File: src/sv/dbs_pkg.sv
// ============================================================================
// dbs_pkg: shared types and constants of the disc brush stamp frame buffer
// Command and register codes, field widths, reset values and the status
// record that the stamp walker hands to the sequencer.
// ============================================================================
package dbs_pkg;

   // Default build-time limits.
   localparam int DEF_MAX_WIDTH  = 256;
   localparam int DEF_MAX_HEIGHT = 256;
   localparam int DEF_MAX_RADIUS = 32;

   // Field widths.
   localparam int CMD_W        = 3;
   localparam int COORD_W      = 13;
   localparam int COLOR_W      = 32;
   localparam int COUNT_W      = 17;
   localparam int DIM_W        = 13;   // effective width or height, up to 4096
   localparam int IDX_W        = 12;   // in-canvas column or row index
   localparam int CW           = 14;   // coordinate plus stamp offset
   localparam int PROD_W       = IDX_W + DIM_W;
   localparam int N_W          = 2 * DIM_W;
   localparam int CSR_IDX_W    = 2;
   localparam int CSR_DATA_W   = 32;
   localparam int WIDTH_REG_W  = 9;
   localparam int RADIUS_REG_W = 6;
   localparam int GREY_LANES   = 4;

   // Constants.
   localparam logic [7:0]         OPAQUE_ALPHA = 8'd255;
   localparam logic [COUNT_W-1:0] COUNT_MAX    = '1;

   // Register reset values.
   localparam logic [WIDTH_REG_W-1:0]  WIDTH_RESET  = 9'd256;
   localparam logic [WIDTH_REG_W-1:0]  HEIGHT_RESET = 9'd256;
   localparam logic [RADIUS_REG_W-1:0] RADIUS_RESET = 6'd4;
   localparam logic [COLOR_W-1:0]      COLOR_RESET  = 32'hFF00_0000;

   // Command codes; the remaining codes do nothing.
   typedef enum logic [CMD_W-1:0] {
      CMD_CLEAR       = 3'd0,
      CMD_DOT         = 3'd1,
      CMD_WRITE_COLOR = 3'd2,
      CMD_WRITE_GREY  = 3'd3,
      CMD_READ        = 3'd4
   } cmd_type;

   // Register indexes.
   typedef enum logic [CSR_IDX_W-1:0] {
      CSR_CANVAS_WIDTH  = 2'd0,
      CSR_CANVAS_HEIGHT = 2'd1,
      CSR_BRUSH_RADIUS  = 2'd2,
      CSR_BRUSH_COLOR   = 2'd3
   } csr_type;

   // Stamp walker status toward the sequencer.
   typedef struct packed {
      logic               done;
      logic [COUNT_W-1:0] count;
   } stamp_stat_type;

endpackage

File: src/sv/dbs_stamp.sv
// ============================================================================
// dbs_stamp: disc stamp walker
// Walks the (2r)^2 offset square one pixel per cycle through a two-stage
// pipeline: squares, target and row address first, then the disc test and
// the frame store write.
// ============================================================================
module dbs_stamp #(
   parameter int MAX_RADIUS = 32,
   parameter int ADDR_W     = 16
) (
   input  logic                                clock,
   input  logic                                reset,
   input  logic                                start,
   input  logic signed [dbs_pkg::COORD_W-1:0]  center_x,
   input  logic signed [dbs_pkg::COORD_W-1:0]  center_y,
   input  logic [dbs_pkg::DIM_W-1:0]           width,
   input  logic [dbs_pkg::DIM_W-1:0]           height,
   input  logic [$clog2(MAX_RADIUS+1)-1:0]     radius,
   input  logic [dbs_pkg::COLOR_W-1:0]         color,
   output dbs_pkg::stamp_stat_type             stat,
   output logic                                wr_en,
   output logic [ADDR_W-1:0]                   wr_addr,
   output logic [dbs_pkg::COLOR_W-1:0]         wr_data
);

   localparam int PX_W  = $clog2(MAX_RADIUS) + 1;
   localparam int SQ_W  = 2 * PX_W;
   localparam int SUM_W = SQ_W + 1;
   localparam int CW    = dbs_pkg::CW;

   // Walk control.
   logic                     run_ff;
   logic signed [PX_W-1:0]   px_ff, py_ff;
   logic signed [PX_W-1:0]   r_neg_ff, r_last_ff;
   logic [SQ_W-1:0]          rsq_ff;
   logic signed [PX_W-1:0]   r_neg, r_last;
   logic                     at_row_end, at_last;

   // First stage.
   logic signed [CW-1:0]     tx, ty;
   logic signed [SQ_W-1:0]   px_ext, py_ext;
   logic [SQ_W-1:0]          px_sq, py_sq;
   logic                     tgt_inb;
   logic [dbs_pkg::PROD_W-1:0] ty_w;

   logic                     s1_valid_ff, s1_last_ff, s1_inb_ff;
   logic [SQ_W-1:0]          s1_pxsq_ff, s1_pysq_ff;
   logic [dbs_pkg::IDX_W-1:0]  s1_tx_ff;
   logic [dbs_pkg::PROD_W-1:0] s1_tyw_ff;

   // Second stage.
   logic [SUM_W-1:0]           dist_sq;
   logic [dbs_pkg::PROD_W-1:0] addr_full;
   logic                       hit;
   logic [dbs_pkg::COUNT_W-1:0] cnt_ff;
   logic                        done_ff;

   // Offset limits from the radius at start.
   assign r_neg  = PX_W'(0) - PX_W'(radius);
   assign r_last = PX_W'(radius) - PX_W'(1);

   assign at_row_end = (px_ff == r_last_ff);
   assign at_last    = run_ff && at_row_end && (py_ff == r_last_ff);

   // Walk over rows and columns of the offset square.
   always_ff @(posedge clock) begin
      if (reset) begin
         run_ff <= 1'b0;
      end else if (start && (radius != '0)) begin
         run_ff <= 1'b1;
      end else if (at_last) begin
         run_ff <= 1'b0;
      end
   end

   always_ff @(posedge clock) begin
      if (start) begin
         px_ff     <= r_neg;
         py_ff     <= r_neg;
         r_neg_ff  <= r_neg;
         r_last_ff <= r_last;
         rsq_ff    <= SQ_W'(radius) * SQ_W'(radius);
      end else if (run_ff) begin
         if (at_row_end) begin
            px_ff <= r_neg_ff;
            py_ff <= py_ff + PX_W'(1);
         end else begin
            px_ff <= px_ff + PX_W'(1);
         end
      end
   end

   // Target pixel, clipping and squared offsets.
   assign tx      = CW'(center_x) + CW'(px_ff);
   assign ty      = CW'(center_y) + CW'(py_ff);
   assign tgt_inb = !tx[CW-1] && (tx < $signed({1'b0, width}))
                 && !ty[CW-1] && (ty < $signed({1'b0, height}));
   assign px_ext  = SQ_W'(px_ff);
   assign py_ext  = SQ_W'(py_ff);
   assign px_sq   = px_ext * px_ext;
   assign py_sq   = py_ext * py_ext;
   assign ty_w    = dbs_pkg::PROD_W'(ty[dbs_pkg::IDX_W-1:0]) * dbs_pkg::PROD_W'(width);

   always_ff @(posedge clock) begin
      if (reset) begin
         s1_valid_ff <= 1'b0;
      end else begin
         s1_valid_ff <= run_ff;
      end
   end

   always_ff @(posedge clock) begin
      s1_last_ff <= at_last;
      s1_inb_ff  <= tgt_inb;
      s1_pxsq_ff <= px_sq;
      s1_pysq_ff <= py_sq;
      s1_tx_ff   <= tx[dbs_pkg::IDX_W-1:0];
      s1_tyw_ff  <= ty_w;
   end

   // Disc test and write.
   assign dist_sq   = SUM_W'(s1_pxsq_ff) + SUM_W'(s1_pysq_ff);
   assign hit       = s1_valid_ff && s1_inb_ff && (dist_sq < SUM_W'(rsq_ff));
   assign addr_full = dbs_pkg::PROD_W'(s1_tx_ff) + s1_tyw_ff;
   assign wr_en     = hit;
   assign wr_addr   = addr_full[ADDR_W-1:0];
   assign wr_data   = color;

   // Painted pixel count and completion.
   always_ff @(posedge clock) begin
      if (start) begin
         cnt_ff <= '0;
      end else if (hit) begin
         cnt_ff <= cnt_ff + dbs_pkg::COUNT_W'(1);
      end
   end

   always_ff @(posedge clock) begin
      if (reset) begin
         done_ff <= 1'b0;
      end else begin
         done_ff <= (start && (radius == '0)) || (s1_valid_ff && s1_last_ff);
      end
   end

   assign stat.done  = done_ff;
   assign stat.count = cnt_ff;

endmodule

File: config.mk
export PLATFORM = sky130hd
export DESIGN_NAME = dbs_stamp
export DESIGN_NICKNAME = d
export VERILOG_FILES = /design/src/sv/dbs_pkg.sv /design/src/sv/dbs_stamp.sv
export SDC_FILE = /design/constraint.sdc
export NUM_CORES = 1
export LEC_CHECK = 0
export ABC_AREA = 1
export BUFFER_PORTS_ARGS = -buffer_cell sky130_fd_sc_hd__clkbuf_2
export CAP_MARGIN = 5
export CORE_MARGIN = 5
export CORE_UTILIZATION = 25
export CTS_BUF_LIST = sky130_fd_sc_hd__clkbuf_16
export CTS_CLUSTER_DIAMETER = 50
export CTS_CLUSTER_SIZE = 24
export DETAILED_ROUTE_END_ITERATION = 8
export PLACE_DENSITY = 0.5
export REMOVE_ABC_BUFFERS = 1
export SETUP_SLACK_MARGIN = 0.3
export SKIP_LAST_GASP = 1
export SYNTH_ARGS = -nofsm -noshare
export SYNTH_HDL_FRONTEND = slang
export SYNTH_SLANG_ARGS = --single-unit
export TNS_END_PERCENT = 100
File: constraint.sdc
create_clock -name clock -period 5.5 [get_ports clock]
set_clock_uncertainty 0.05 [all_clocks]
set_input_delay 0.55 -clock clock [delete_from_list [all_inputs] [get_ports clock]]
set_output_delay 0.55 -clock clock [all_outputs]
set_load 0.1 [all_outputs]
==> PnR_summary.wiki <==
{| class="wikitable"
! Metric !! Value
|-
| Synthesis-to-layout area growth || 23.8%
|-
| Cell area reported after detailed placement || 0.0152 mm2
|-
| Cell area after layout || ~0.017 mm2
|-
| Global-route usage over all layers || 13.0%
|-
| Post-Syn Instances || 1722
|-
| Hold path start || reset
|-
| CP most frequent cell || buf_4
|-
| Number of pins exceeding their max-slew limit in the final report || 0
|-
| FF-to-FF Start || py_ff[5]
|-
| Full die area || 0.0584 mm2
|-
| Number of search-and-repair iterations in the first detailed-routing pass || 5
|-
| I/O pin cnt || 160
|-
| Final layout net count || 2320
|-
| Category of the worst setup path capture point || flip-flop
|-
| Final count of negative-setup-slack endpoints || 4
|-
| Delay contributed by the slowest stage of the critical path || around 0.52 ns
|-
| Count of flip-flops with a built-in enable after synthesis || 34
|-
| Vias post-DR || approximately 11000
|-
| Most instantiated flip-flop cell in the synthesis netlist || dfxtp_1
|-
| Area share of the largest cell type after synthesis || 19.2%
|-
| Via count of the first global-routing pass || 11900
|-
| Crit path DAT || between 5 and 6 ns
|-
| Final global-route overflow total || 0
|-
| Count of unique library cells instantiated by Yosys || 46
|-
| Post-detailed-placement half-perimeter wirelength || roughly 31000 um
|-
| Timing startpoint of the critical path || py_ff[5]
|-
| Fraction of synthesis flops using an asynchronous set or reset pin || 0%
|-
| Bufs on Longest Clock Path || 2
|-
| Max Fclk || 175 MHz
|-
| Post-route antenna net violation count || 0
|-
| Layout cell share with drive strength beyond 1 || 22.8%
|-
| H-tree level count || 3
|-
| Outcome || complete, but fails checks
|-
| Critical path class || reg -> reg
|-
| Worst min path class || in -> reg
|-
| Worst Path Required || 5.70 ns
|-
| Wire length per cell || 14.5 um
|-
| # port buffers || 95
|-
| Tcrit/Tclk final || 104%
|-
| Placed Cells incl. Taps || 2559
|-
| Post-synthesis instance area || 0.0134 mm2
|-
| Effective utilization at floorplan || 25.1%
|-
| Num rows || 85
|-
| Biggest area consumer among synthesized cells || fa_1
|-
| Kind of start point of the critical path || flip-flop
|-
| Number of standard cells in the final layout excluding fillers || 2626
|-
| Number of maximum-capacitance violations || 0
|-
| Area inside the core boundary || 0.0535 mm2
|-
| Die Height || 242 um
|-
| Maximum fanout count along the critical path || 4
|-
| Clock Latency Late Sink || 0.36 ns
|-
| Die X || 242 um
|-
| Time the final worst path needs with I/O delays and setup || 5.71 ns
|-
| Clock tree from TritonCTS || done
|-
| Synth area leaders || fa_1, ha_1, dfxtp_1
|-
| DRT Wirelength || between 30000 and 40000 um
|-
| Vias per std cell || 4.31
|-
| Avg Cell Area, Syn || 7.79 um2
|-
| Violated checks || setup timing
|-
| First-pass GRT wire length || a little over 60000 um
|-
| Unrepaired setup endpoints after global routing || true
|-
| Largest net degree at the start of global routing || 57
|-
| Slew HR || 43.2%
|-
| Count of fill cells added during filler insertion || 5671
|-
| Worst slew pin tran || 0.843 ns
|-
| Register area share after synthesis || between 10% and 20%
|-
| Clk pin slew, worst setup/hold paths || 0.08 ns
|-
| Violation count after the first detailed-route iteration || between 400 and 500
|-
| Clock sink total || 106
|-
| Fin worst setup slack || -0.206 ns
|-
| Yosys synthesis warning count || 0
|-
| Final hold vios || 0
|-
| CTS Buf Count || 9
|-
| Seq cells post-synth || 106
|-
| Antenna violations before repair || 1
|-
| Final RePlAce weighted congestion || approximately 0.86
|-
| Post-CTS Hold Fix Bufs || 0
|-
| Number of design rule violations left after detail routing || 0
|-
| Critical path's slowest cell || edfxtp_1
|-
| Cell at the root of the clock tree || clkbuf_16
|}
cells by family after synthesis:
kind of cell,after synthesis,synth area share [%]
flip-flops,106,18.4
AO/OA/AOI/OAI,165,7.01
adder cells (fa/ha/maj),303,35.5
buffers and inverters,454,13.8
XOR/XNOR,98,6.40
AND/OR/NAND/NOR,596,19.0
worst paths after layout:
check	to	cells after the start	slack [ns]
max	s1_tyw_ff[15]	46	-0.21
min	run_ff	2	0.34
max reg2reg	s1_tyw_ff[15]	46	-0.21
min reg2reg	done_ff	2	0.42
what timing repair did:
item / CTS / global route
resized for setup: 112 / 59
pin swaps: 87 / 55
setup buffers: 40 / 10
setup endpoints to repair: 9 / 9
cell type report:
class,count,area (um2),share of cell area (%)
clock buffers,9,225,1.36
well taps,696,871,5.24
inverters,382,1440,8.69
clock inverters,7,55.1,0.331
flip-flops and latches,106,2460,14.8
multi-input cells,1162,9760,58.8
diodes,1,2.50,0.0151
repair buffers,263,1790,10.8
stage by stage:
stage               hold slack [ns]  utilization, %  TNS, ns  worst slack (ns)
CTS                           0.323            30.4   -0.357            -0.142
floorplan                     0.373               -   -0.451            -0.300
global placement              0.402            28.5    -2.96            -0.569
detailed placement            0.403            28.5    -3.94            -0.669
global route                  0.338            31.0    -1.72            -0.414
finish                        0.339            31.0   -0.317            -0.206
flip-flops by register name (all words and copies together) (netlist names):
register and flops:
done_ff 1, s1_pxsq_ff 11, px_ff 6, s1_last_ff 1, cnt_ff 17, py_ff 6, s1_tx_ff 12, r_last_ff 6
s1_inb_ff 1, s1_pysq_ff 11, s1_tyw_ff 16, rsq_ff 10, run_ff 1, r_neg_ff 6, s1_valid_ff 1
worst max-delay path: cells and delay by family (launching register included):
| kind | cells | cell delay [ns] |
|---|---|---|
| fa+ha+maj | 1 | 0.22 |
| simple gates | 12 | 0.87 |
| buf+inv | 33 | 3.95 |
| flops | 1 | 0.52 |
synthesized netlist by cell type (5+ instances only):
cell and instances:
inv_1 379, nand2_1 350, ha_1 174, fa_1 129, nor2_1 102, a21oi_1 80, nand3_1 74, dfxtp_1 72
xor2_1 65, o21ai_0 44, buf_4 34, edfxtp_1 34, xnor2_1 33, clkbuf_1 31, nand4_1 16, nand2_2 13
nor3_1 11, nand3b_1 10, o21bai_1 8, buf_2 6, nand3_2 6, o21ai_1 5
per-layer routing:
metal | global-route usage, % | wire length [um] | vias up | share of wire (%)
met5 | 0.654 | 0 | - | 0
met4 | 4.01 | 1200 | 0 | 3.1
met3 | 2.26 | 1550 | 56 | 4.1
met2 | 22.5 | 18400 | 217 | 48
met1 | 16.5 | 17100 | 5346 | 45
li1 | - | - | 5688 | -
layout by cell type, fill, tap and decap left out, types with 34 or more instances in the layout:
cell / instances
clkbuf_2: 95
buf_4: 154
a21oi_1: 70
nand3_1: 63
edfxtp_1: 34
nand2_2: 37
nor2_1: 92
xor2_1: 65
nand2_1: 318
o21ai_0: 42
dfxtp_1: 72
fa_1: 120
ha_1: 152
inv_1: 355
Power is not shown: default switching activity piles up to over one toggle a cycle in this logic, so the estimate is an artifact.
