==> src/sv/dbs_pkg.sv <==
// ============================================================================
// dbs_pkg: shared types and constants of the disc brush stamp frame buffer
// Command and register codes, field widths, reset values and the status
// record that the stamp walker hands to the sequencer.
// ============================================================================
package dbs_pkg;

   // Default build-time limits.
   localparam int DEF_MAX_WIDTH  = 256;
   localparam int DEF_MAX_HEIGHT = 256;
   localparam int DEF_MAX_RADIUS = 32;

   // Field widths.
   localparam int CMD_W        = 3;
   localparam int COORD_W      = 13;
   localparam int COLOR_W      = 32;
   localparam int COUNT_W      = 17;
   localparam int DIM_W        = 13;   // effective width or height, up to 4096
   localparam int IDX_W        = 12;   // in-canvas column or row index
   localparam int CW           = 14;   // coordinate plus stamp offset
   localparam int PROD_W       = IDX_W + DIM_W;
   localparam int N_W          = 2 * DIM_W;
   localparam int CSR_IDX_W    = 2;
   localparam int CSR_DATA_W   = 32;
   localparam int WIDTH_REG_W  = 9;
   localparam int RADIUS_REG_W = 6;
   localparam int GREY_LANES   = 4;

   // Constants.
   localparam logic [7:0]         OPAQUE_ALPHA = 8'd255;
   localparam logic [COUNT_W-1:0] COUNT_MAX    = '1;

   // Register reset values.
   localparam logic [WIDTH_REG_W-1:0]  WIDTH_RESET  = 9'd256;
   localparam logic [WIDTH_REG_W-1:0]  HEIGHT_RESET = 9'd256;
   localparam logic [RADIUS_REG_W-1:0] RADIUS_RESET = 6'd4;
   localparam logic [COLOR_W-1:0]      COLOR_RESET  = 32'hFF00_0000;

   // Command codes; the remaining codes do nothing.
   typedef enum logic [CMD_W-1:0] {
      CMD_CLEAR       = 3'd0,
      CMD_DOT         = 3'd1,
      CMD_WRITE_COLOR = 3'd2,
      CMD_WRITE_GREY  = 3'd3,
      CMD_READ        = 3'd4
   } cmd_type;

   // Register indexes.
   typedef enum logic [CSR_IDX_W-1:0] {
      CSR_CANVAS_WIDTH  = 2'd0,
      CSR_CANVAS_HEIGHT = 2'd1,
      CSR_BRUSH_RADIUS  = 2'd2,
      CSR_BRUSH_COLOR   = 2'd3
   } csr_type;

   // Stamp walker status toward the sequencer.
   typedef struct packed {
      logic               done;
      logic [COUNT_W-1:0] count;
   } stamp_stat_type;

endpackage

==> src/sv/dbs_if.sv <==
// ============================================================================
// dbs_if: command and result channels
// Valid/ready channels; a beat moves when valid and ready are both high.
// ============================================================================

// Command channel.
interface dbs_req_if;
   logic                                valid;
   logic                                ready;
   logic [dbs_pkg::CMD_W-1:0]           command;
   logic signed [dbs_pkg::COORD_W-1:0]  coord_x;
   logic signed [dbs_pkg::COORD_W-1:0]  coord_y;
   logic [dbs_pkg::COLOR_W-1:0]         pixel_value;

   modport source (output valid, command, coord_x, coord_y, pixel_value, input ready);
   modport sink   (input valid, command, coord_x, coord_y, pixel_value, output ready);
endinterface

// Result channel.
interface dbs_rsp_if;
   logic                         valid;
   logic                         ready;
   logic [dbs_pkg::COLOR_W-1:0]  read_color;
   logic                         in_bounds;
   logic [dbs_pkg::COUNT_W-1:0]  written_count;

   modport source (output valid, read_color, in_bounds, written_count, input ready);
   modport sink   (input valid, read_color, in_bounds, written_count, output ready);
endinterface

==> src/sv/dbs_ctrl.sv <==
// ============================================================================
// dbs_ctrl: command sequencer
// Takes one command beat at a time, runs the clearing sweeps, single-pixel
// accesses and stamps against the frame store, and holds the result beat in
// an output register so the next command can be taken meanwhile.
// ============================================================================
module dbs_ctrl #(
   parameter int MAX_WIDTH  = 256,
   parameter int MAX_HEIGHT = 256,
   parameter int ADDR_W     = 16
) (
   input  logic                                clock,
   input  logic                                reset,
   dbs_req_if.sink                             req_chan,
   dbs_rsp_if.source                           rsp_chan,
   input  logic [dbs_pkg::DIM_W-1:0]           width,
   input  logic [dbs_pkg::DIM_W-1:0]           height,
   input  logic [dbs_pkg::COLOR_W-1:0]         brush_color,
   output logic                                stamp_start,
   output logic signed [dbs_pkg::COORD_W-1:0]  center_x,
   output logic signed [dbs_pkg::COORD_W-1:0]  center_y,
   input  dbs_pkg::stamp_stat_type             stamp_stat,
   input  logic                                stamp_wr_en,
   input  logic [ADDR_W-1:0]                   stamp_wr_addr,
   input  logic [dbs_pkg::COLOR_W-1:0]         stamp_wr_data,
   output logic                                mem_wr_en,
   output logic [ADDR_W-1:0]                   mem_wr_addr,
   output logic [dbs_pkg::COLOR_W-1:0]         mem_wr_data,
   output logic                                mem_rd_en,
   output logic [ADDR_W-1:0]                   mem_rd_addr,
   input  logic [dbs_pkg::COLOR_W-1:0]         mem_rd_data
);

   localparam int DEPTH = MAX_WIDTH * MAX_HEIGHT;
   localparam logic [ADDR_W-1:0] INIT_LAST = ADDR_W'(DEPTH - 1);

   typedef enum logic [7:0] {
      ST_INIT   = 8'b0000_0001,
      ST_IDLE   = 8'b0000_0010,
      ST_SETUP  = 8'b0000_0100,
      ST_CLEAR  = 8'b0000_1000,
      ST_STAMP  = 8'b0001_0000,
      ST_ACCESS = 8'b0010_0000,
      ST_READ   = 8'b0100_0000,
      ST_FINISH = 8'b1000_0000
   } state_type;

   state_type state_ff, state_in;
   logic [ADDR_W-1:0] sweep_ff, sweep_in;

   // Captured command beat.
   logic [dbs_pkg::CMD_W-1:0]          cmd_ff;
   logic signed [dbs_pkg::COORD_W-1:0] x_ff, y_ff;
   logic [dbs_pkg::COLOR_W-1:0]        val_ff;
   dbs_pkg::cmd_type                   cmd;
   logic                               req_beat;

   // Values prepared in setup.
   logic                       inb_ff, pix_inb;
   logic [dbs_pkg::PROD_W-1:0] yw_ff, addr_full;
   logic [dbs_pkg::N_W-1:0]    n_ff;
   logic [ADDR_W-1:0]          pix_addr, clear_last;
   logic [dbs_pkg::COUNT_W-1:0] clear_count;
   logic                        opaque, cmd_addressed;

   // Result being built and result on the channel.
   logic [dbs_pkg::COLOR_W-1:0] res_color_ff, res_color_in;
   logic                        res_inb_ff, res_inb_in;
   logic [dbs_pkg::COUNT_W-1:0] res_count_ff, res_count_in;
   logic                        rsp_valid_ff, rsp_valid_in;
   logic [dbs_pkg::COLOR_W-1:0] rsp_color_ff;
   logic                        rsp_inb_ff;
   logic [dbs_pkg::COUNT_W-1:0] rsp_count_ff;
   logic                        rsp_load;

   assign cmd      = dbs_pkg::cmd_type'(cmd_ff);
   assign req_beat = req_chan.valid && req_chan.ready;

   // Pixel checks and addressing for the captured coordinate.
   assign pix_inb = !x_ff[dbs_pkg::COORD_W-1] && (dbs_pkg::DIM_W'(x_ff) < width)
                 && !y_ff[dbs_pkg::COORD_W-1] && (dbs_pkg::DIM_W'(y_ff) < height);
   assign addr_full   = dbs_pkg::PROD_W'(x_ff[dbs_pkg::IDX_W-1:0]) + yw_ff;
   assign pix_addr    = addr_full[ADDR_W-1:0];
   assign clear_last  = ADDR_W'(n_ff - dbs_pkg::N_W'(1));
   assign clear_count = (n_ff > dbs_pkg::N_W'(dbs_pkg::COUNT_MAX)) ? dbs_pkg::COUNT_MAX
                      : n_ff[dbs_pkg::COUNT_W-1:0];
   assign opaque        = (brush_color[31:24] == dbs_pkg::OPAQUE_ALPHA);
   assign cmd_addressed = (cmd == dbs_pkg::CMD_DOT) || (cmd == dbs_pkg::CMD_WRITE_COLOR)
                       || (cmd == dbs_pkg::CMD_WRITE_GREY) || (cmd == dbs_pkg::CMD_READ);

   // Sequencer.
   always_comb begin
      state_in     = state_ff;
      sweep_in     = sweep_ff;
      res_color_in = res_color_ff;
      res_inb_in   = res_inb_ff;
      res_count_in = res_count_ff;
      rsp_valid_in = rsp_valid_ff && !rsp_chan.ready;
      rsp_load     = 1'b0;
      stamp_start  = 1'b0;
      case (state_ff)
         ST_INIT: begin
            if (sweep_ff == INIT_LAST) begin
               sweep_in = '0;
               state_in = ST_IDLE;
            end else begin
               sweep_in = sweep_ff + ADDR_W'(1);
            end
         end
         ST_IDLE: begin
            if (req_beat) begin
               state_in = ST_SETUP;
            end
         end
         ST_SETUP: begin
            res_color_in = '0;
            res_count_in = '0;
            res_inb_in   = pix_inb && cmd_addressed;
            sweep_in     = '0;
            case (cmd)
               dbs_pkg::CMD_CLEAR: begin
                  state_in = ST_CLEAR;
               end
               dbs_pkg::CMD_DOT: begin
                  if (opaque) begin
                     stamp_start = 1'b1;
                     state_in    = ST_STAMP;
                  end else begin
                     state_in = ST_FINISH;
                  end
               end
               dbs_pkg::CMD_WRITE_COLOR, dbs_pkg::CMD_WRITE_GREY, dbs_pkg::CMD_READ: begin
                  state_in = ST_ACCESS;
               end
               default: begin
                  state_in = ST_FINISH;
               end
            endcase
         end
         ST_CLEAR: begin
            if ((n_ff == '0) || (sweep_ff == clear_last)) begin
               res_count_in = clear_count;
               state_in     = ST_FINISH;
            end else begin
               sweep_in = sweep_ff + ADDR_W'(1);
            end
         end
         ST_STAMP: begin
            if (stamp_stat.done) begin
               res_count_in = stamp_stat.count;
               state_in     = ST_FINISH;
            end
         end
         ST_ACCESS: begin
            if (cmd == dbs_pkg::CMD_READ) begin
               state_in = ST_READ;
            end else begin
               res_count_in = dbs_pkg::COUNT_W'(inb_ff);
               state_in     = ST_FINISH;
            end
         end
         ST_READ: begin
            res_color_in = inb_ff ? mem_rd_data : '0;
            state_in     = ST_FINISH;
         end
         ST_FINISH: begin
            if (!rsp_valid_ff || rsp_chan.ready) begin
               rsp_valid_in = 1'b1;
               rsp_load     = 1'b1;
               state_in     = ST_IDLE;
            end
         end
         default: begin
            state_in = ST_IDLE;
         end
      endcase
   end

   always_ff @(posedge clock) begin
      if (reset) begin
         state_ff     <= ST_INIT;
         sweep_ff     <= '0;
         rsp_valid_ff <= 1'b0;
      end else begin
         state_ff     <= state_in;
         sweep_ff     <= sweep_in;
         rsp_valid_ff <= rsp_valid_in;
      end
   end

   // Command capture and setup products.
   always_ff @(posedge clock) begin
      if (req_beat) begin
         cmd_ff <= req_chan.command;
         x_ff   <= req_chan.coord_x;
         y_ff   <= req_chan.coord_y;
         val_ff <= req_chan.pixel_value;
      end
      if (state_ff == ST_SETUP) begin
         inb_ff <= pix_inb;
         yw_ff  <= dbs_pkg::PROD_W'(y_ff[dbs_pkg::IDX_W-1:0]) * dbs_pkg::PROD_W'(width);
         n_ff   <= dbs_pkg::N_W'(width) * dbs_pkg::N_W'(height);
      end
   end

   // Result registers.
   always_ff @(posedge clock) begin
      res_color_ff <= res_color_in;
      res_inb_ff   <= res_inb_in;
      res_count_ff <= res_count_in;
      if (rsp_load) begin
         rsp_color_ff <= res_color_ff;
         rsp_inb_ff   <= res_inb_ff;
         rsp_count_ff <= res_count_ff;
      end
   end

   // Frame store port selection.
   always_comb begin
      mem_wr_en   = 1'b0;
      mem_wr_addr = sweep_ff;
      mem_wr_data = '0;
      mem_rd_en   = 1'b0;
      mem_rd_addr = pix_addr;
      case (state_ff)
         ST_INIT: begin
            mem_wr_en = 1'b1;
         end
         ST_CLEAR: begin
            mem_wr_en = (n_ff != '0);
         end
         ST_STAMP: begin
            mem_wr_en   = stamp_wr_en;
            mem_wr_addr = stamp_wr_addr;
            mem_wr_data = stamp_wr_data;
         end
         ST_ACCESS: begin
            mem_wr_addr = pix_addr;
            mem_wr_en   = inb_ff && ((cmd == dbs_pkg::CMD_WRITE_COLOR)
                                  || (cmd == dbs_pkg::CMD_WRITE_GREY));
            mem_wr_data = (cmd == dbs_pkg::CMD_WRITE_GREY)
                        ? {dbs_pkg::GREY_LANES{val_ff[7:0]}} : val_ff;
            mem_rd_en   = inb_ff && (cmd == dbs_pkg::CMD_READ);
         end
         default: begin
            mem_wr_en = 1'b0;
         end
      endcase
   end

   assign center_x              = x_ff;
   assign center_y              = y_ff;
   assign req_chan.ready        = (state_ff == ST_IDLE);
   assign rsp_chan.valid        = rsp_valid_ff;
   assign rsp_chan.read_color   = rsp_color_ff;
   assign rsp_chan.in_bounds    = rsp_inb_ff;
   assign rsp_chan.written_count = rsp_count_ff;

endmodule

==> src/flat_wrapper.sv <==
// flat-port wrapper written by rule: the top's interface ports become plain ports
module dbs_ctrl_flat 
#(
   parameter int MAX_WIDTH  = 256,
   parameter int MAX_HEIGHT = 256,
   parameter int ADDR_W     = 16
)
  (clock, reset, width, height, brush_color, stamp_start, center_x, center_y, stamp_stat, stamp_wr_en, stamp_wr_addr, stamp_wr_data, mem_wr_en, mem_wr_addr, mem_wr_data, mem_rd_en, mem_rd_addr, mem_rd_data, req_chan_valid, req_chan_command, req_chan_coord_x, req_chan_coord_y, req_chan_pixel_value, req_chan_ready, rsp_chan_valid, rsp_chan_read_color, rsp_chan_in_bounds, rsp_chan_written_count, rsp_chan_ready);
  dbs_req_if req_chan_i ();
  dbs_rsp_if rsp_chan_i ();
  input  logic clock;
  input  logic reset;
  input  logic [dbs_pkg::DIM_W-1:0] width;
  input  logic [dbs_pkg::DIM_W-1:0] height;
  input  logic [dbs_pkg::COLOR_W-1:0] brush_color;
  output logic stamp_start;
  output logic signed [dbs_pkg::COORD_W-1:0] center_x;
  output logic signed [dbs_pkg::COORD_W-1:0] center_y;
  input  dbs_pkg::stamp_stat_type stamp_stat;
  input  logic stamp_wr_en;
  input  logic [ADDR_W-1:0] stamp_wr_addr;
  input  logic [dbs_pkg::COLOR_W-1:0] stamp_wr_data;
  output logic mem_wr_en;
  output logic [ADDR_W-1:0] mem_wr_addr;
  output logic [dbs_pkg::COLOR_W-1:0] mem_wr_data;
  output logic mem_rd_en;
  output logic [ADDR_W-1:0] mem_rd_addr;
  input  logic [dbs_pkg::COLOR_W-1:0] mem_rd_data;
  input wire logic [$bits(req_chan_i.valid)-1:0] req_chan_valid;
  input wire logic [$bits(req_chan_i.command)-1:0] req_chan_command;
  input wire logic [$bits(req_chan_i.coord_x)-1:0] req_chan_coord_x;
  input wire logic [$bits(req_chan_i.coord_y)-1:0] req_chan_coord_y;
  input wire logic [$bits(req_chan_i.pixel_value)-1:0] req_chan_pixel_value;
  output wire logic [$bits(req_chan_i.ready)-1:0] req_chan_ready;
  output wire logic [$bits(rsp_chan_i.valid)-1:0] rsp_chan_valid;
  output wire logic [$bits(rsp_chan_i.read_color)-1:0] rsp_chan_read_color;
  output wire logic [$bits(rsp_chan_i.in_bounds)-1:0] rsp_chan_in_bounds;
  output wire logic [$bits(rsp_chan_i.written_count)-1:0] rsp_chan_written_count;
  input wire logic [$bits(rsp_chan_i.ready)-1:0] rsp_chan_ready;
  assign req_chan_i.valid = req_chan_valid;
  assign req_chan_i.command = req_chan_command;
  assign req_chan_i.coord_x = req_chan_coord_x;
  assign req_chan_i.coord_y = req_chan_coord_y;
  assign req_chan_i.pixel_value = req_chan_pixel_value;
  assign req_chan_ready = req_chan_i.ready;
  assign rsp_chan_valid = rsp_chan_i.valid;
  assign rsp_chan_read_color = rsp_chan_i.read_color;
  assign rsp_chan_in_bounds = rsp_chan_i.in_bounds;
  assign rsp_chan_written_count = rsp_chan_i.written_count;
  assign rsp_chan_i.ready = rsp_chan_ready;
  dbs_ctrl #(.MAX_WIDTH(MAX_WIDTH), .MAX_HEIGHT(MAX_HEIGHT), .ADDR_W(ADDR_W)) u_core (.clock(clock), .reset(reset), .req_chan(req_chan_i), .rsp_chan(rsp_chan_i), .width(width), .height(height), .brush_color(brush_color), .stamp_start(stamp_start), .center_x(center_x), .center_y(center_y), .stamp_stat(stamp_stat), .stamp_wr_en(stamp_wr_en), .stamp_wr_addr(stamp_wr_addr), .stamp_wr_data(stamp_wr_data), .mem_wr_en(mem_wr_en), .mem_wr_addr(mem_wr_addr), .mem_wr_data(mem_wr_data), .mem_rd_en(mem_rd_en), .mem_rd_addr(mem_rd_addr), .mem_rd_data(mem_rd_data));
endmodule
==> config.mk <==
export PLATFORM = sky130hd
export DESIGN_NAME = dbs_ctrl_flat
export DESIGN_NICKNAME = d
export VERILOG_FILES = /design/src/sv/dbs_pkg.sv /design/src/sv/dbs_if.sv /design/src/sv/dbs_ctrl.sv /design/src/flat_wrapper.sv
export SDC_FILE = /design/constraint.sdc
export NUM_CORES = 1
export LEC_CHECK = 0
export BUFFER_PORTS_ARGS = -buffer_cell sky130_fd_sc_hd__clkbuf_2
export CAP_MARGIN = 20
export CORE_ASPECT_RATIO = 1.2
export CORE_MARGIN = 5
export CORE_UTILIZATION = 53
export CTS_BUF_LIST = sky130_fd_sc_hd__clkbuf_2
export DETAILED_ROUTE_END_ITERATION = 16
export PLACE_DENSITY = 0.8
export SLEW_MARGIN = 10
export SYNTH_ARGS = -nofsm -noshare
export SYNTH_HDL_FRONTEND = slang
export SYNTH_SLANG_ARGS = --single-unit
==> constraint.sdc <==
create_clock -name clock -period 6.05 [get_ports clock]
set_input_delay 1.21 -clock clock [delete_from_list [all_inputs] [get_ports clock]]
set_output_delay 1.21 -clock clock [all_outputs]
set_load 0.005 [all_outputs]
==> qor.csv <==
stage;metric;value;unit
logic_synthesis;ys flop type;edfxtp_1;
detailed_routing;vias;16000;
logic_synthesis;number of synthesis warnings;0;
sta;slew of the pin with the lowest slew margin;1.03;ns
sta;fmax;175;MHz
layout;nets;2975;
placed_design;Post-Place Cell Area;0.0225;mm^2
logic_synthesis;Yosys reg bits;229;
worst_setup_path;crit-path cells;clkbuf_2 > inv_1 > nor2_2 > fa_1 > inv_1 > fa_1 > inv_1 > fa_1 > inv_1 > fa_1 > fa_1 > inv_2 > ha_4 > a21oi_2 > o22ai_1 > o41a_1 > a41oi_2 > a21oi_2 > a221o_1 > o31ai_2 > xnor2_1;
worst_setup_path;CP top delay family;adder cells;
worst_setup_path;Crit Path Class;in2reg;
cts;Post-CTS Setup Inserts;0;
floorplan;Core ar.;0.0358;mm^2
logic_synthesis;synthesized area per cell;9.94;um^2
layout;Post-Route Utilization;64.5;%
detailed_routing;Final ANT Viol Nets;0;
run;MaxCap Viol Count;0;
logic_synthesis;Cell variety after synth;66;
logic_synthesis;Mapped Cells;1920;
status;status;complete, no violations;
layout;area grow syn2layout;20.9;%
placed_design;gpl congestion;0.991;
detailed_routing;vias per cell;5.48;
cts;Worst-path clk slew;0.12;ns
cts;CTS tree;done;
worst_setup_path;critical path launch point type;primary input;
worst_setup_path;Arrival @ worst endpoint;6.29;ns
layout;design area;0.0231;mm^2
cts;CTS Buffer Depth;3;
floorplan;Ports;367;
sta;RSZ-0062 raised after global routing;false;
logic_synthesis;register area share after synthesis;34.7;%
logic_synthesis;XOR/XNOR Fraction of Synth Area;3.90;%
power;Pwr per Cell Area;312;mW/mm^2
sta;Layout Skew;0.140;ns
detailed_routing;drt wl/cell;18.8;um
cts;post_cts resized;0;
worst_setup_path;CP bufs+invs;6;
global_routing;largest net degree at the start of global routing;61;
logic_synthesis;top cell type by total area after synthesis;edfxtp_1;
logic_synthesis;Synth Area in Adders;30.2;%
floorplan;Initial Util;53.4;%
worst_setup_path;Crit. End Element;flip-flop;
logic_synthesis;post-synthesis mux area share;0.105;%
sta;endpoints failing hold;0;
cts;CTS sink cnt;229;
cts;cts bufs inserted;55;
cts;worst skew pair latency;0.92;ns
logic_synthesis;EDFF count, synth;204;
global_routing;gr ovfl total;0;
floorplan;# rows;76;
sta;final setup vio count;0;
logic_synthesis;FFs w/ async S/R, synth;0;%
placed_design;post-detail-place hpwl;44800;um
worst_setup_path;most used cell, CP;fa_1;
logic_synthesis;most instantiated library cell after synthesis;inv_1;
logic_synthesis;Mapped Area;0.0191;mm^2
worst_setup_path;CP max stage cell;fa_1;
sta;Final Slew Violations;0;
global_routing;Total GRT Usage;27.2;%
logic_synthesis;synth top area cells;edfxtp_1 32%, fa_1 21%, ha_1 9.4%;
cts;H-tree Lvls;2;
floorplan;Die Ht;218;um
power;Leak Pwr;0.0113;uW
worst_setup_path;Critical Path RT;6.62;ns
worst_setup_path;Critical Path Fanout Max;7;
worst_setup_path;slowest cell delay on critical path;0.53;ns
detailed_routing;number of remaining DRC errors;0;
global_routing;antenna violations before repair;1;
logic_synthesis;main combinational cell family by area after synthesis;adder cells;
cts;Hold-fix buffers, CTS;0;
floorplan;Die X-Extent;183;um
logic_synthesis;post-synthesis compound-gate area fraction;8.17;%
sta;setup_tns;0;ns
sta;Tmin final;5.72;ns
detailed_routing;DRT Wirelength;54800;um
sta;Slew HR;31.6;%
placed_design;IO Port Bufs;342;
logic_synthesis;syn_nets;2484;
floorplan;total die area;0.0399;mm^2
global_routing;number of global-route vias before repair;16800;
global_routing;first-pass GRT wire length;85800;um
logic_synthesis;commonest cells in the netlist;311 x inv_1, 284 x nand2_1, 204 x edfxtp_1, 199 x fa_1, 143 x ha_1;
logic_synthesis;Synth Area in Simple Gates;15.1;%
detailed_routing;initial detailed-routing violation count;1116;
detailed_routing;DR pass1 iterations;5;
logic_synthesis;Yosys top cell area share;32.1;%
layout;share of cells above drive strength 1;25.5;%
cts;CTS root buf;clkbuf_2;
power;VDD IR max;331;uV
hold_path;Hold Crit Class;reg2reg;
sta;final worst path period share;94.5;%
## kinds of logic after synthesis
logic type | after synthesis
buffers and inverters | 393
muxes | 2
adders and majority gates | 342
AOI/OAI and AO/OA | 245
xor gates and xnor gates | 85
and+or+nand+nor | 624
DFF | 229
## layout make-up
type                    count  area, um^2
clock buffers              77         385
flip-flops and latches    229        6630
inverters                 317        1200
clock inverters            23         206
diodes                      1        2.50
well taps                 468         586
repair buffers            510        3010
fillers                  2894       12700
multi-input cells        1298       11000
## sequential cells by signal, summed over array words and instances, names as in the netlist
register / cells
u_core.center_x: 13
u_core.center_y: 13
u_core.cmd: 3
u_core.inb_ff: 1
u_core.n_ff: 26
u_core.res_color_ff: 32
u_core.res_count_ff: 17
u_core.res_inb_ff: 1
u_core.rsp_chan.in_bounds: 1
u_core.rsp_chan.read_color: 32
u_core.rsp_chan.valid: 1
u_core.rsp_chan.written_count: 17
u_core.state_ff: 8
u_core.sweep_ff: 16
u_core.val_ff: 32
u_core.yw_ff: 16
## final timing paths
| check | from | to | slack [ns] | cells past startpoint |
|---|---|---|---|---|
| setup / recovery | height[2] | u_core.n_ff[24] | 0.33 | 21 |
| hold / removal | u_core.res_count_ff[12] | u_core.rsp_chan.written_count[12] | 0.42 | 0 |
| setup reg to reg | u_core.center_y[2] | u_core.yw_ff[14] | 0.72 | 20 |
| hold reg to reg | u_core.res_count_ff[12] | u_core.rsp_chan.written_count[12] | 0.42 | 0 |
## per-layer routing
layer	up-vias	routed length [um]	track usage (%)
li1	7286	-	-
met1	7720	20300	32.6
met2	828	27700	48.0
met3	179	4320	4.75
met4	0	2530	11.6
met5	-	0	0
## where the power goes
part / internal [uW] / switching, uW / leakage, uW
combinational: 2050 / 2070 / 0.00888
clock: 523 / 628 / 0.000419
sequential: 1900 / 15.1 / 0.00196
total: 4480 / 2720 / 0.0113
## worst reg2reg max path, delay by kind of cell (launching register included)
kind                       cells  cell delay [ns]
AOI/OAI and AO/OA              7             1.50
adders and majority gates      6             2.15
buffers and inverters          4             0.23
DFF                            1             0.83
and+or+nand+nor                3             0.39
## stage by stage
step / power [uW] / setup slack, ns / hold WS, ns / std cells
floorplan: 4600 / -0.0457 / 0.400 / 1920
global route: 7850 / 0.189 / 0.378 / 2923
finish: 7190 / 0.333 / 0.420 / 2923
detailed placement: 6060 / -0.480 / 0.405 / 2822
CTS: 7240 / 0.422 / 0.368 / 2922
global placement: 5900 / -0.355 / 0.401 / 2821
## layout by cell type (no fill, tap or decap), types with 9 or more instances in the layout
cell type / instances
inv_1: 305
clkbuf_2: 419
nand3_1: 19
and2_1: 42
edfxtp_1: 204
nor2_1: 125
fa_1: 199
a21oi_1: 64
nand2_1: 284
nor2b_1: 12
dfxtp_1: 25
and3_1: 48
nand2b_1: 12
buf_4: 165
nor3_1: 18
o21ai_0: 69
or3_1: 15
nor4_1: 10
clkinv_1: 17
xor2_1: 23
a21o_1: 24
a22oi_1: 9
xnor2_1: 62
a22o_1: 13
ha_1: 141
(Power assumes the default switching activity.)
